<file path="src/rtl/urc_pkg.sv">
// ----------------------------------------------------------------------------
// urc_pkg
// Shared types and constants of the ultrasonic ranger controller: item
// structs, command and register codes, and the echo-to-distance constants.
// ----------------------------------------------------------------------------
package urc_pkg;

  // Command codes carried by an input item.
  typedef enum logic [1:0] {
    CMD_TICK  = 2'd0,
    CMD_ECHO  = 2'd1,
    CMD_REARM = 2'd2
  } urc_cmd_t;

  // Trigger pulse sequencer phases.
  typedef enum logic [1:0] {
    PH_IDLE  = 2'd0,
    PH_START = 2'd1,
    PH_END   = 2'd2
  } urc_phase_t;

  // Configuration register indexes.
  localparam int unsigned CFG_IDX_W = 2;
  localparam logic [CFG_IDX_W-1:0] CFG_TICK_RELOAD    = 2'd0;
  localparam logic [CFG_IDX_W-1:0] CFG_NEAR_THRESHOLD = 2'd1;
  localparam logic [CFG_IDX_W-1:0] CFG_FLASH_LIMIT    = 2'd2;
  localparam int unsigned CFG_DATA_W = 16;

  // Register reset values.
  localparam logic [15:0] TICK_RELOAD_RST    = 16'd4000;
  localparam logic [15:0] NEAR_THRESHOLD_RST = 16'd30;
  localparam logic [15:0] FLASH_LIMIT_RST    = 16'd25000;

  // Echo length in microseconds per centimeter of distance.
  localparam int unsigned CM_DIVISOR = 58;

  // Echo lengths below CM_DIVISOR * 2^16 give an unsaturated distance and
  // fit in DIST_LEN_W bits.
  localparam int unsigned DIST_LEN_W   = 22;
  localparam logic [DIST_LEN_W-1:0] DIST_SAT_LEN = DIST_LEN_W'(CM_DIVISOR * 65536);
  localparam logic [DIST_LEN_W-1:0] REARM_LEN    = DIST_LEN_W'(CM_DIVISOR * 100);
  localparam logic [DIST_LEN_W-1:0] NEAR_LEN_RST = DIST_LEN_W'(CM_DIVISOR * 30);

  // Reciprocal of CM_DIVISOR: ceil(2^28 / 58), exact for lengths below 2^22.
  localparam int unsigned RECIP_SHIFT = 28;
  localparam int unsigned RECIP_W     = 23;
  localparam logic [RECIP_W-1:0] RECIP_MUL = RECIP_W'(((1 << RECIP_SHIFT) + CM_DIVISOR - 1)
                                                      / CM_DIVISOR);

  // Flasher counter width; reloads never exceed 2^17 - 1.
  localparam int unsigned FLASH_W = 17;

  // One input item.
  typedef struct packed {
    logic [1:0]  command;
    logic        echo_level;
    logic [31:0] time_us;
  } urc_in_t;

  // One result item.
  typedef struct packed {
    logic        trigger_level;
    logic        led_level;
    logic [15:0] distance_cm;
    logic        clear_way;
    logic        echo_armed;
  } urc_out_t;

  // Block state after an item, handed to the output stage.
  typedef struct packed {
    logic                  trigger_level;
    logic                  led_level;
    logic                  clear_way;
    logic                  echo_armed;
    logic                  dist_sat;
    logic [DIST_LEN_W-1:0] dist_len;
  } urc_snap_t;

endpackage

</file>
<file path="src/rtl/urc_out_stage.sv">
// ----------------------------------------------------------------------------
// urc_out_stage
// Result register of the ranger: converts the stored echo length into
// centimeters by reciprocal multiplication and holds the result item.
// ----------------------------------------------------------------------------
module urc_out_stage (
  input  logic              clk,
  input  logic              rst_n,
  input  logic              snap_valid,
  input  urc_pkg::urc_snap_t snap,
  output logic              snap_ready,
  output logic              out_valid,
  input  logic              out_ready,
  output urc_pkg::urc_out_t out_item
);

  localparam int unsigned PROD_W = urc_pkg::DIST_LEN_W + urc_pkg::RECIP_W;

  logic                 out_valid_r;
  logic                 out_valid_nxt;
  urc_pkg::urc_out_t    out_item_r;
  urc_pkg::urc_out_t    out_item_nxt;
  logic [PROD_W-1:0]    prod;
  logic [15:0]          quotient;
  logic                 load;

  // The stage takes a new item when it is empty or its item leaves now.
  assign snap_ready = !out_valid_r || out_ready;
  assign load       = snap_valid && snap_ready;

  // Divide by the centimeter constant through its reciprocal.
  assign prod     = PROD_W'(snap.dist_len) * PROD_W'(urc_pkg::RECIP_MUL);
  assign quotient = prod[urc_pkg::RECIP_SHIFT +: 16];

  // Assemble the result item.
  always_comb begin
    out_item_nxt.trigger_level = snap.trigger_level;
    out_item_nxt.led_level     = snap.led_level;
    out_item_nxt.distance_cm   = snap.dist_sat ? 16'hFFFF : quotient;
    out_item_nxt.clear_way     = snap.clear_way;
    out_item_nxt.echo_armed    = snap.echo_armed;
  end

  // Valid flag of the result register.
  always_comb begin
    if (load) begin
      out_valid_nxt = 1'b1;
    end else if (out_ready) begin
      out_valid_nxt = 1'b0;
    end else begin
      out_valid_nxt = out_valid_r;
    end
  end

  always_ff @(posedge clk) begin
    if (!rst_n) begin
      out_valid_r <= 1'b0;
    end else begin
      out_valid_r <= out_valid_nxt;
    end
  end

  // Payload register needs no reset.
  always_ff @(posedge clk) begin
    if (load) begin
      out_item_r <= out_item_nxt;
    end
  end

  assign out_valid = out_valid_r;
  assign out_item  = out_item_r;

`ifndef ASSERT_OFF
  // The reciprocal product gives the exact floor quotient.
  a_dist_exact: assert property (@(posedge clk) disable iff (!rst_n)
    (load && !snap.dist_sat) |=>
      (({6'b0, out_item_r.distance_cm} * urc_pkg::DIST_LEN_W'(urc_pkg::CM_DIVISOR))
         <= $past(snap.dist_len)) &&
      ($past(snap.dist_len) <
         (({6'b0, out_item_r.distance_cm} + 22'd1)
          * urc_pkg::DIST_LEN_W'(urc_pkg::CM_DIVISOR))))
    else $error("distance does not match echo length");

  // A saturated length shows the full-scale distance.
  a_dist_sat: assert property (@(posedge clk) disable iff (!rst_n)
    (load && snap.dist_sat) |=> (out_item_r.distance_cm == 16'hFFFF))
    else $error("saturated distance not at full scale");
`endif

endmodule

</file>
<file path="src/rtl/ultrasonic_ranger_controller_unit.sv">
// ----------------------------------------------------------------------------
// ultrasonic_ranger_controller_unit
// Trigger scheduling, LED flasher and echo timing of an ultrasonic ranger.
// ----------------------------------------------------------------------------
// Usage:
//   in_item carries a command: a timer tick, an echo level change with its
//   microsecond timestamp, or a rearm. Every accepted input item yields one
//   result item on out_item showing trigger and LED levels, the last
//   distance in centimeters, the path-clear flag and the echo-armed flag.
//   Both channels use valid/ready. An accepted item first updates the state
//   registers; the result register then converts the echo length to
//   centimeters and raises out_valid. One item per cycle is sustained while
//   the receiver does not stall; the reciprocal multiplier in the result
//   stage sets the critical path.
//   When the receiver stalls, the result register and the state stage hold
//   one item each, so two items are absorbed before in_ready drops.
//   Registers are written through cfg_we/cfg_index/cfg_wdata while idle, a
//   rule for the user that the block does not enforce. Reset (synchronous,
//   active low) restores register defaults (reload 4000, threshold 30,
//   flash limit 25000), arms echo detection and clears the remaining state.
// ----------------------------------------------------------------------------
module ultrasonic_ranger_controller_unit (
  input  logic                              clk,
  input  logic                              rst_n,
  input  logic                              in_valid,
  output logic                              in_ready,
  input  urc_pkg::urc_in_t                  in_item,
  output logic                              out_valid,
  input  logic                              out_ready,
  output urc_pkg::urc_out_t                 out_item,
  input  logic                              cfg_we,
  input  logic [urc_pkg::CFG_IDX_W-1:0]     cfg_index,
  input  logic [urc_pkg::CFG_DATA_W-1:0]    cfg_wdata
);

  localparam int unsigned LW = urc_pkg::DIST_LEN_W;
  localparam int unsigned FW = urc_pkg::FLASH_W;

  // Configuration registers; the threshold is kept as an echo length.
  logic [15:0]   reload_r;
  logic [LW-1:0] near_len_r;
  logic [15:0]   flash_limit_r;

  // Block state.
  logic [15:0]          cd_r, cd_nxt;
  urc_pkg::urc_phase_t  phase_r, phase_nxt;
  logic                 trig_r, trig_nxt;
  logic [31:0]          start_r, start_nxt;
  logic [15:0]          echo_len_r, echo_len_nxt;
  logic                 echo_big_r, echo_big_nxt;
  logic [LW-1:0]        dist_len_r, dist_len_nxt;
  logic                 dist_sat_r, dist_sat_nxt;
  logic                 clear_r, clear_nxt;
  logic                 armed_r, armed_nxt;
  logic [FW-1:0]        flash_r, flash_nxt;
  logic                 led_r, led_nxt;
  logic                 s1_valid_r, s1_valid_nxt;

  // Working signals.
  logic                 in_fire;
  logic                 snap_ready;
  urc_pkg::urc_snap_t   snap;
  logic [15:0]          cd_dec;
  urc_pkg::urc_phase_t  phase_step;
  logic [31:0]          echo_diff;
  logic                 len_sat;
  logic                 blocked;

  // The state stage accepts when empty or when its item moves on.
  assign in_ready = !s1_valid_r || snap_ready;
  assign in_fire  = in_valid && in_ready;

  // Echo length, saturation and obstacle test without a divider.
  assign echo_diff = in_item.time_us - start_r;
  assign len_sat   = (|echo_diff[31:LW]) || (echo_diff[LW-1:0] >= urc_pkg::DIST_SAT_LEN);
  assign blocked   = (echo_diff >= 32'(urc_pkg::CM_DIVISOR)) &&
                     (echo_diff < 32'(near_len_r));

  // Countdown step and phase after a possible reload.
  assign cd_dec = cd_r - 16'd1;
  always_comb begin
    if (cd_dec == 16'd0) begin
      phase_step = urc_pkg::PH_START;
    end else begin
      phase_step = phase_r;
    end
  end

  // Next state for the accepted item.
  always_comb begin
    cd_nxt       = cd_r;
    phase_nxt    = phase_r;
    trig_nxt     = trig_r;
    start_nxt    = start_r;
    echo_len_nxt = echo_len_r;
    echo_big_nxt = echo_big_r;
    dist_len_nxt = dist_len_r;
    dist_sat_nxt = dist_sat_r;
    clear_nxt    = clear_r;
    armed_nxt    = armed_r;
    flash_nxt    = flash_r;
    led_nxt      = led_r;
    if (in_fire) begin
      case (in_item.command)
        urc_pkg::CMD_TICK: begin
          // Trigger countdown and one-tick pulse.
          cd_nxt = (cd_dec == 16'd0) ? reload_r : cd_dec;
          case (phase_step)
            urc_pkg::PH_IDLE: begin
              phase_nxt = urc_pkg::PH_IDLE;
            end
            urc_pkg::PH_START: begin
              trig_nxt  = 1'b1;
              phase_nxt = urc_pkg::PH_END;
            end
            default: begin
              trig_nxt  = 1'b0;
              phase_nxt = urc_pkg::PH_IDLE;
            end
          endcase
          // LED flasher: period follows the last echo length.
          if (flash_r[FW-1:1] == '0) begin
            if (!echo_big_r && (echo_len_r < flash_limit_r)) begin
              flash_nxt = {echo_len_r, 1'b0};
            end else begin
              flash_nxt = FW'(flash_limit_r);
            end
            led_nxt = !led_r;
          end else begin
            flash_nxt = flash_r - FW'(1);
          end
        end
        urc_pkg::CMD_ECHO: begin
          if (armed_r) begin
            if (in_item.echo_level) begin
              start_nxt = in_item.time_us;
            end else begin
              echo_len_nxt = echo_diff[15:0];
              echo_big_nxt = |echo_diff[31:16];
              dist_len_nxt = echo_diff[LW-1:0];
              dist_sat_nxt = len_sat;
              if (blocked) begin
                clear_nxt = 1'b0;
                armed_nxt = 1'b0;
              end else begin
                clear_nxt = 1'b1;
              end
            end
          end
        end
        urc_pkg::CMD_REARM: begin
          dist_len_nxt = urc_pkg::REARM_LEN;
          dist_sat_nxt = 1'b0;
          armed_nxt    = 1'b1;
        end
        default: begin
          // Unused command code leaves the state alone.
        end
      endcase
    end
  end

  // Valid flag of the state stage.
  always_comb begin
    if (in_fire) begin
      s1_valid_nxt = 1'b1;
    end else if (snap_ready) begin
      s1_valid_nxt = 1'b0;
    end else begin
      s1_valid_nxt = s1_valid_r;
    end
  end

  // State registers.
  always_ff @(posedge clk) begin
    if (!rst_n) begin
      cd_r       <= '0;
      phase_r    <= urc_pkg::PH_IDLE;
      trig_r     <= 1'b0;
      start_r    <= '0;
      echo_len_r <= '0;
      echo_big_r <= 1'b0;
      dist_len_r <= '0;
      dist_sat_r <= 1'b0;
      clear_r    <= 1'b0;
      armed_r    <= 1'b1;
      flash_r    <= '0;
      led_r      <= 1'b0;
      s1_valid_r <= 1'b0;
    end else begin
      cd_r       <= cd_nxt;
      phase_r    <= phase_nxt;
      trig_r     <= trig_nxt;
      start_r    <= start_nxt;
      echo_len_r <= echo_len_nxt;
      echo_big_r <= echo_big_nxt;
      dist_len_r <= dist_len_nxt;
      dist_sat_r <= dist_sat_nxt;
      clear_r    <= clear_nxt;
      armed_r    <= armed_nxt;
      flash_r    <= flash_nxt;
      led_r      <= led_nxt;
      s1_valid_r <= s1_valid_nxt;
    end
  end

  // Configuration writes; the threshold is scaled to an echo length here.
  always_ff @(posedge clk) begin
    if (!rst_n) begin
      reload_r      <= urc_pkg::TICK_RELOAD_RST;
      near_len_r    <= urc_pkg::NEAR_LEN_RST;
      flash_limit_r <= urc_pkg::FLASH_LIMIT_RST;
    end else if (cfg_we) begin
      case (cfg_index)
        urc_pkg::CFG_TICK_RELOAD: begin
          reload_r <= cfg_wdata;
        end
        urc_pkg::CFG_NEAR_THRESHOLD: begin
          near_len_r <= LW'(cfg_wdata) * LW'(urc_pkg::CM_DIVISOR);
        end
        urc_pkg::CFG_FLASH_LIMIT: begin
          flash_limit_r <= cfg_wdata;
        end
        default: begin
          // Writes beyond the register list are dropped.
        end
      endcase
    end
  end

  // State after the item, as seen by the result stage.
  always_comb begin
    snap.trigger_level = trig_r;
    snap.led_level     = led_r;
    snap.clear_way     = clear_r;
    snap.echo_armed    = armed_r;
    snap.dist_sat      = dist_sat_r;
    snap.dist_len      = dist_len_r;
  end

  urc_out_stage u_out_stage (
    .clk        (clk),
    .rst_n      (rst_n),
    .snap_valid (s1_valid_r),
    .snap       (snap),
    .snap_ready (snap_ready),
    .out_valid  (out_valid),
    .out_ready  (out_ready),
    .out_item   (out_item)
  );

`ifndef ASSERT_OFF
  // Echo detection is disarmed only by a falling echo edge.
  a_disarm_cause: assert property (@(posedge clk) disable iff (!rst_n)
    $fell(armed_r) |-> $past(in_fire && (in_item.command == urc_pkg::CMD_ECHO) &&
                             !in_item.echo_level))
    else $error("echo detection disarmed without a falling edge");

  // While disarmed, the path is reported blocked.
  a_disarmed_blocked: assert property (@(posedge clk) disable iff (!rst_n)
    !armed_r |-> !clear_r)
    else $error("path clear while echo detection is disarmed");

  // An unsaturated stored length stays inside the exact-division range.
  a_len_range: assert property (@(posedge clk) disable iff (!rst_n)
    !dist_sat_r |-> (dist_len_r < urc_pkg::DIST_SAT_LEN))
    else $error("stored echo length out of range");
`endif

endmodule
</file>
<file path="config.mk">
export PLATFORM = sky130hd
export DESIGN_NAME = ultrasonic_ranger_controller_unit
export DESIGN_NICKNAME = d
export VERILOG_FILES = /design/src/rtl/urc_pkg.sv /design/src/rtl/urc_out_stage.sv /design/src/rtl/ultrasonic_ranger_controller_unit.sv
export SDC_FILE = /design/constraint.sdc
export NUM_CORES = 1
export LEC_CHECK = 0
export BUFFER_PORTS_ARGS = -buffer_cell sky130_fd_sc_hd__clkbuf_2
export CAP_MARGIN = 15
export CORE_ASPECT_RATIO = 1.5
export CORE_MARGIN = 1
export CORE_UTILIZATION = 45
export CTS_CLUSTER_SIZE = 14
export DETAILED_ROUTE_END_ITERATION = 8
export SLEW_MARGIN = 20
export SYNTH_ARGS = -nofsm -noshare
export SYNTH_HDL_FRONTEND = slang
export SYNTH_HIERARCHICAL = 1
export SYNTH_SLANG_ARGS = --single-unit
</file>
<file path="constraint.sdc">
create_clock -name clk -period 6.4 [get_ports clk]
set_input_delay 0 -clock clk [delete_from_list [all_inputs] [get_ports clk]]
set_output_delay 0 -clock clk [all_outputs]
set_load 0.05 [all_outputs]
</file>
==> results.py <==
metrics = {
    "timing": {
        "skew_ps": 12.9,
        "timing.final.crit_share_pct": 96.6,
        "worst_pin_slew_ps": 1040,
        "finalSetupViolations": 0,
        "grt_setup_unrepaired": "no",
        "layout_min_cycle_time_ps": 6180,
        "relSlewSlack_pct": 30.8,
        "max_freq_ghz": 0.162,
        "final_max_slew_viol_count": 0,
        "finalHoldViolations": 0,
        "tns_ps": 0,
    },
    "yosys": {
        "synth_xor_area_share_pct": 2.01,
        "yosys_warnings": 6,
        "synth_compound_area_share_pct": 16.2,
        "synth_top_family_by_area": "adder cells",
        "synth_top_area_share_pct": 21.1,
        "ys_seq_area_share_pct": 17.9,
        "yosysUniqueCellTypes": 91,
        "synth_edf_count": 20,
        "synth_area_per_cell_um2": 8.51,
        "synth_top_cell_by_area": "fa_1",
        "synth_area_mm2": 0.0218,
        "synthMuxAreaShare_pct": 1.26,
        "synthAdderAreaFrac_pct": 38.6,
        "async_reset_ff_share_pct": 0,
        "synthSimpleGateAreaFrac_pct": 13.5,
        "synth_seq_cells": 185,
        "ys.flop_type": "dfxtp_1",
        "syn_inst": 2559,
        "syn_nets": 3152,
        "synth_area_leaders": "fa_1, ha_1, dfxtp_1",
    },
    "power_and_ir_drop": {
        "seqPwrFrac_pct": 27.4,
        "irDropWorstVdd_v": 0.000203,
        "p_leak_nw": 11.9,
        "intPower_mw": 2.68,
        "p_comb_share_pct": 49.6,
        "swShare_pct": 43.3,
        "power_density_mw_per_mm2": 195,
        "p_switching_mw": 2.05,
        "power_mw": 4.73,
        "clockPowerShare_pct": 23.0,
    },
    "die": {
        "dieArea_mm2": 0.0493,
        "initial_core_util_pct": 45.7,
        "ios": 80,
        "rows": 98,
        "core_mm2": 0.0477,
        "die_x_um": 182,
        "die_h_um": 271,
    },
    "cells_and_area": {
        "fillerInstances": 4523,
        "layout_commonest_cell": "inv_1",
        "syn2layout_area_growth_pct": 11.1,
        "fin_util_pct": 50.7,
        "design_area_mm2": 0.0242,
        "drive_gt1_share_pct": 8.43,
        "layout_common_cells": "inv_1, ha_1, nand2_1, fa_1, dfxtp_1",
        "final_nets": 3272,
        "n_antenna_cell": 0,
        "fin_cells": 3292,
    },
    "global_routing": {
        "grt_pass1_wl_mm": 96.0,
        "grt_usage_pct": 25.0,
        "grt_use_met3_pct": 2.09,
        "grt_pass1_vias": 18310,
        "met1_usage_pct": 27.0,
        "grt.overflow.total": 0,
        "globalRouteMet2Util_pct": 48.2,
        "grt_max_degree": 97,
        "top_usage_layer": "met2",
        "antenna_found_initial": 0,
    },
    "worst_setup_path": {
        "path_max_fanout": 6,
        "crit_cells": 19,
        "critPathBufInv": 4,
        "worst_setup_path_end_kind": "flip-flop",
        "timing_worst_setup_path_type": "reg2reg",
        "arrival_ps": 6490,
        "cp_top_family": "adder cells",
        "slowest_delay_ps": 570,
        "setup.worst_path.end": "u_out_stage/out_item[12]",
        "worst_path_max_delay_cell": "dfxtp_1",
        "critPathLaunchType": "flip-flop",
        "cpMostUsedCell": "fa_1",
        "setup.worst_path.start": "dist_len_r[19]",
        "reg2reg_to": "u_out_stage/out_item[12]",
        "cp_cell_sequence": "inv_1 -> fa_1 -> inv_1 -> fa_1 -> ha_1 -> inv_1 -> fa_1 -> inv_1 -> fa_1 -> fa_1 -> ha_1 -> ha_1 -> a21oi_1 -> o21ai_0 -> a211oi_2 -> o2111ai_1 -> a21o_1 -> and4bb_2 -> nor3_1",
        "reg2reg_slack_ps": 220,
        "r2r-start": "dist_len_r[19]",
        "cp.required_ps": 6710,
        "ff2ff_path_depth": 19,
    },
    "placed_design": {
        "place_area_mm2": 0.0230,
        "dp_hpwl_mm": 49.3,
        "place_inst": 3209,
        "port_buffers": 79,
        "place.gp.congestion": 0.899,
    },
    "routing": {
        "drtAntennaViolNets": 0,
        "avgViaCountPerCell": 5.36,
        "drt_first_pass_iters": 5,
        "initialDrtViolationCount": 839,
        "finalWirelength_mm": 59.4,
        "wl_per_cell_um": 18.1,
        "vias": 17652,
        "drcViolationCount": 0,
    },
    "clocking": {
        "cts_tree": "built",
        "root_buffer": "clkbuf_16",
        "cts_setup_buffers": 0,
        "clk_path_buf_depth": 2,
        "cts_made_buffers": 17,
        "clk_pin_slew_worst_paths_ps": 90,
        "h-tree-depth": 4,
        "clock_sinks": 185,
        "clk_latency_ps": 480,
    },
    "hold_path": {
        "hold_path.class": "in2reg",
        "hold-path-cell-count": 3,
    },
    "flow_run": {
        "maxCapViolations": 0,
    },
    "status": {
        "status": "finished, final reports clean",
    },
}
-- repair_timing --
action	in CTS	in global routing
resized for setup	0	29
hold endpoints to repair	62	4
hold buffers	50	1
setup endpoints to repair	0	15
-- final cells by class --
type,instances,area (µm²),share of cell area (%)
clock buffer,17,425,1.76
inverter,521,1960,8.08
clock inverter,15,150,0.621
timing repair buffer,178,1270,5.24
sequential,185,3910,16.2
multi-input combinational,1776,15700,65.0
tap,600,751,3.10
-- worst reg2reg max path, cell delays in order, from the launching register on --
cell       delay, ps
dfxtp_1          570
inv_1            220
fa_1             550
inv_1             60
fa_1             460
ha_1             300
inv_1             60
fa_1             510
inv_1             50
fa_1             470
fa_1             510
ha_1             320
ha_1             370
a21oi_1          280
o21ai_0          190
a211oi_2         270
o2111ai_1        200
a21o_1           240
and4bb_2         230
nor3_1           140
-- Yosys cell counts, types with 8 or more instances --
cell type and count:
xnor2_1 28, a21oi_1 122, nand2_1 292, clkbuf_1 63, inv_1 521, buf_2 12
o211ai_1 26, mux2i_1 14, nand4_1 25, fa_1 229, nand2b_1 18, mux2_2 11
nor2b_1 27, a21boi_0 76, nor2_1 112, xor2_1 22, edfxtp_1 20, a21o_1 35
nor4_1 12, a22oi_1 12, and2_1 26, nor3_1 31, a211oi_1 9, o21ai_1 8
o21a_1 17, ha_1 306, and3_1 13, dfxtp_1 165, o21ai_0 125, nand3_1 32
a31oi_1 19
-- sequential cells by signal, summed over array words and instances, names as in the netlist, 16 cells and up --
| name | flops |
|---|---|
| flash_limit_r | 16 |
| reload_r | 16 |
| start_r | 32 |
| u_out_stage/out_item | 20 |
| flash_r | 17 |
| cd_r | 16 |
| echo_len_r | 16 |
| near_len_r | 21 |
| dist_len_r | 22 |
-- logic make-up (layout without fill, tap and decap cells) --
logic type	Yosys count	count (layout)
AOI/OAI and AO/OA	537	537
xor gates and xnor gates	50	50
and+or+nand+nor	628	628
adders and majority gates	535	535
DFF	185	185
muxes	26	26
buffers and inverters	598	731
-- worst min-delay path by stage --
| stage | start | end |
|---|---|---|
| finish | cfg_wdata[5] | flash_limit_r[5] |
| global route | cfg_wdata[5] | flash_limit_r[5] |
| CTS | cfg_wdata[5] | flash_limit_r[5] |
| detailed placement | in_item[0] | start_r[0] |
| global placement | in_item[0] | start_r[0] |
| floorplan | cfg_wdata[3] | flash_limit_r[3] |
-- power groups by stage --
stage | Combinational, mW | Sequential (mW) | Clock, mW
after floorplan | 1.71 | 1.34 | 0
after global placement | 2.23 | 1.32 | 0
after detailed placement | 2.27 | 1.32 | 0
after CTS | 2.32 | 1.29 | 1.12
after global routing | 2.69 | 1.30 | 1.15
final | 2.34 | 1.29 | 1.09
-- through the flow --
| stage | setup WS, ps | hold WS [ps] |
|---|---|---|
| global placement | 83.7 | 252 |
| detailed placement | 48.2 | 259 |
| global route | 0.606 | 27.6 |
| finish | 216 | 11.8 |
| CTS | 13.9 | 1.05 |
| floorplan | 270 | 139 |
-- layer usage --
| layer | share of wire [%] | up-vias |
|---|---|---|
| met4 | 4.4 | 0 |
| met2 | 54 | 327 |
| met5 | 0 | - |
| li1 | - | 8669 |
| met3 | 2.2 | 111 |
| met1 | 39 | 8545 |
No activity file was read; power rests on OpenSTA's default activity.
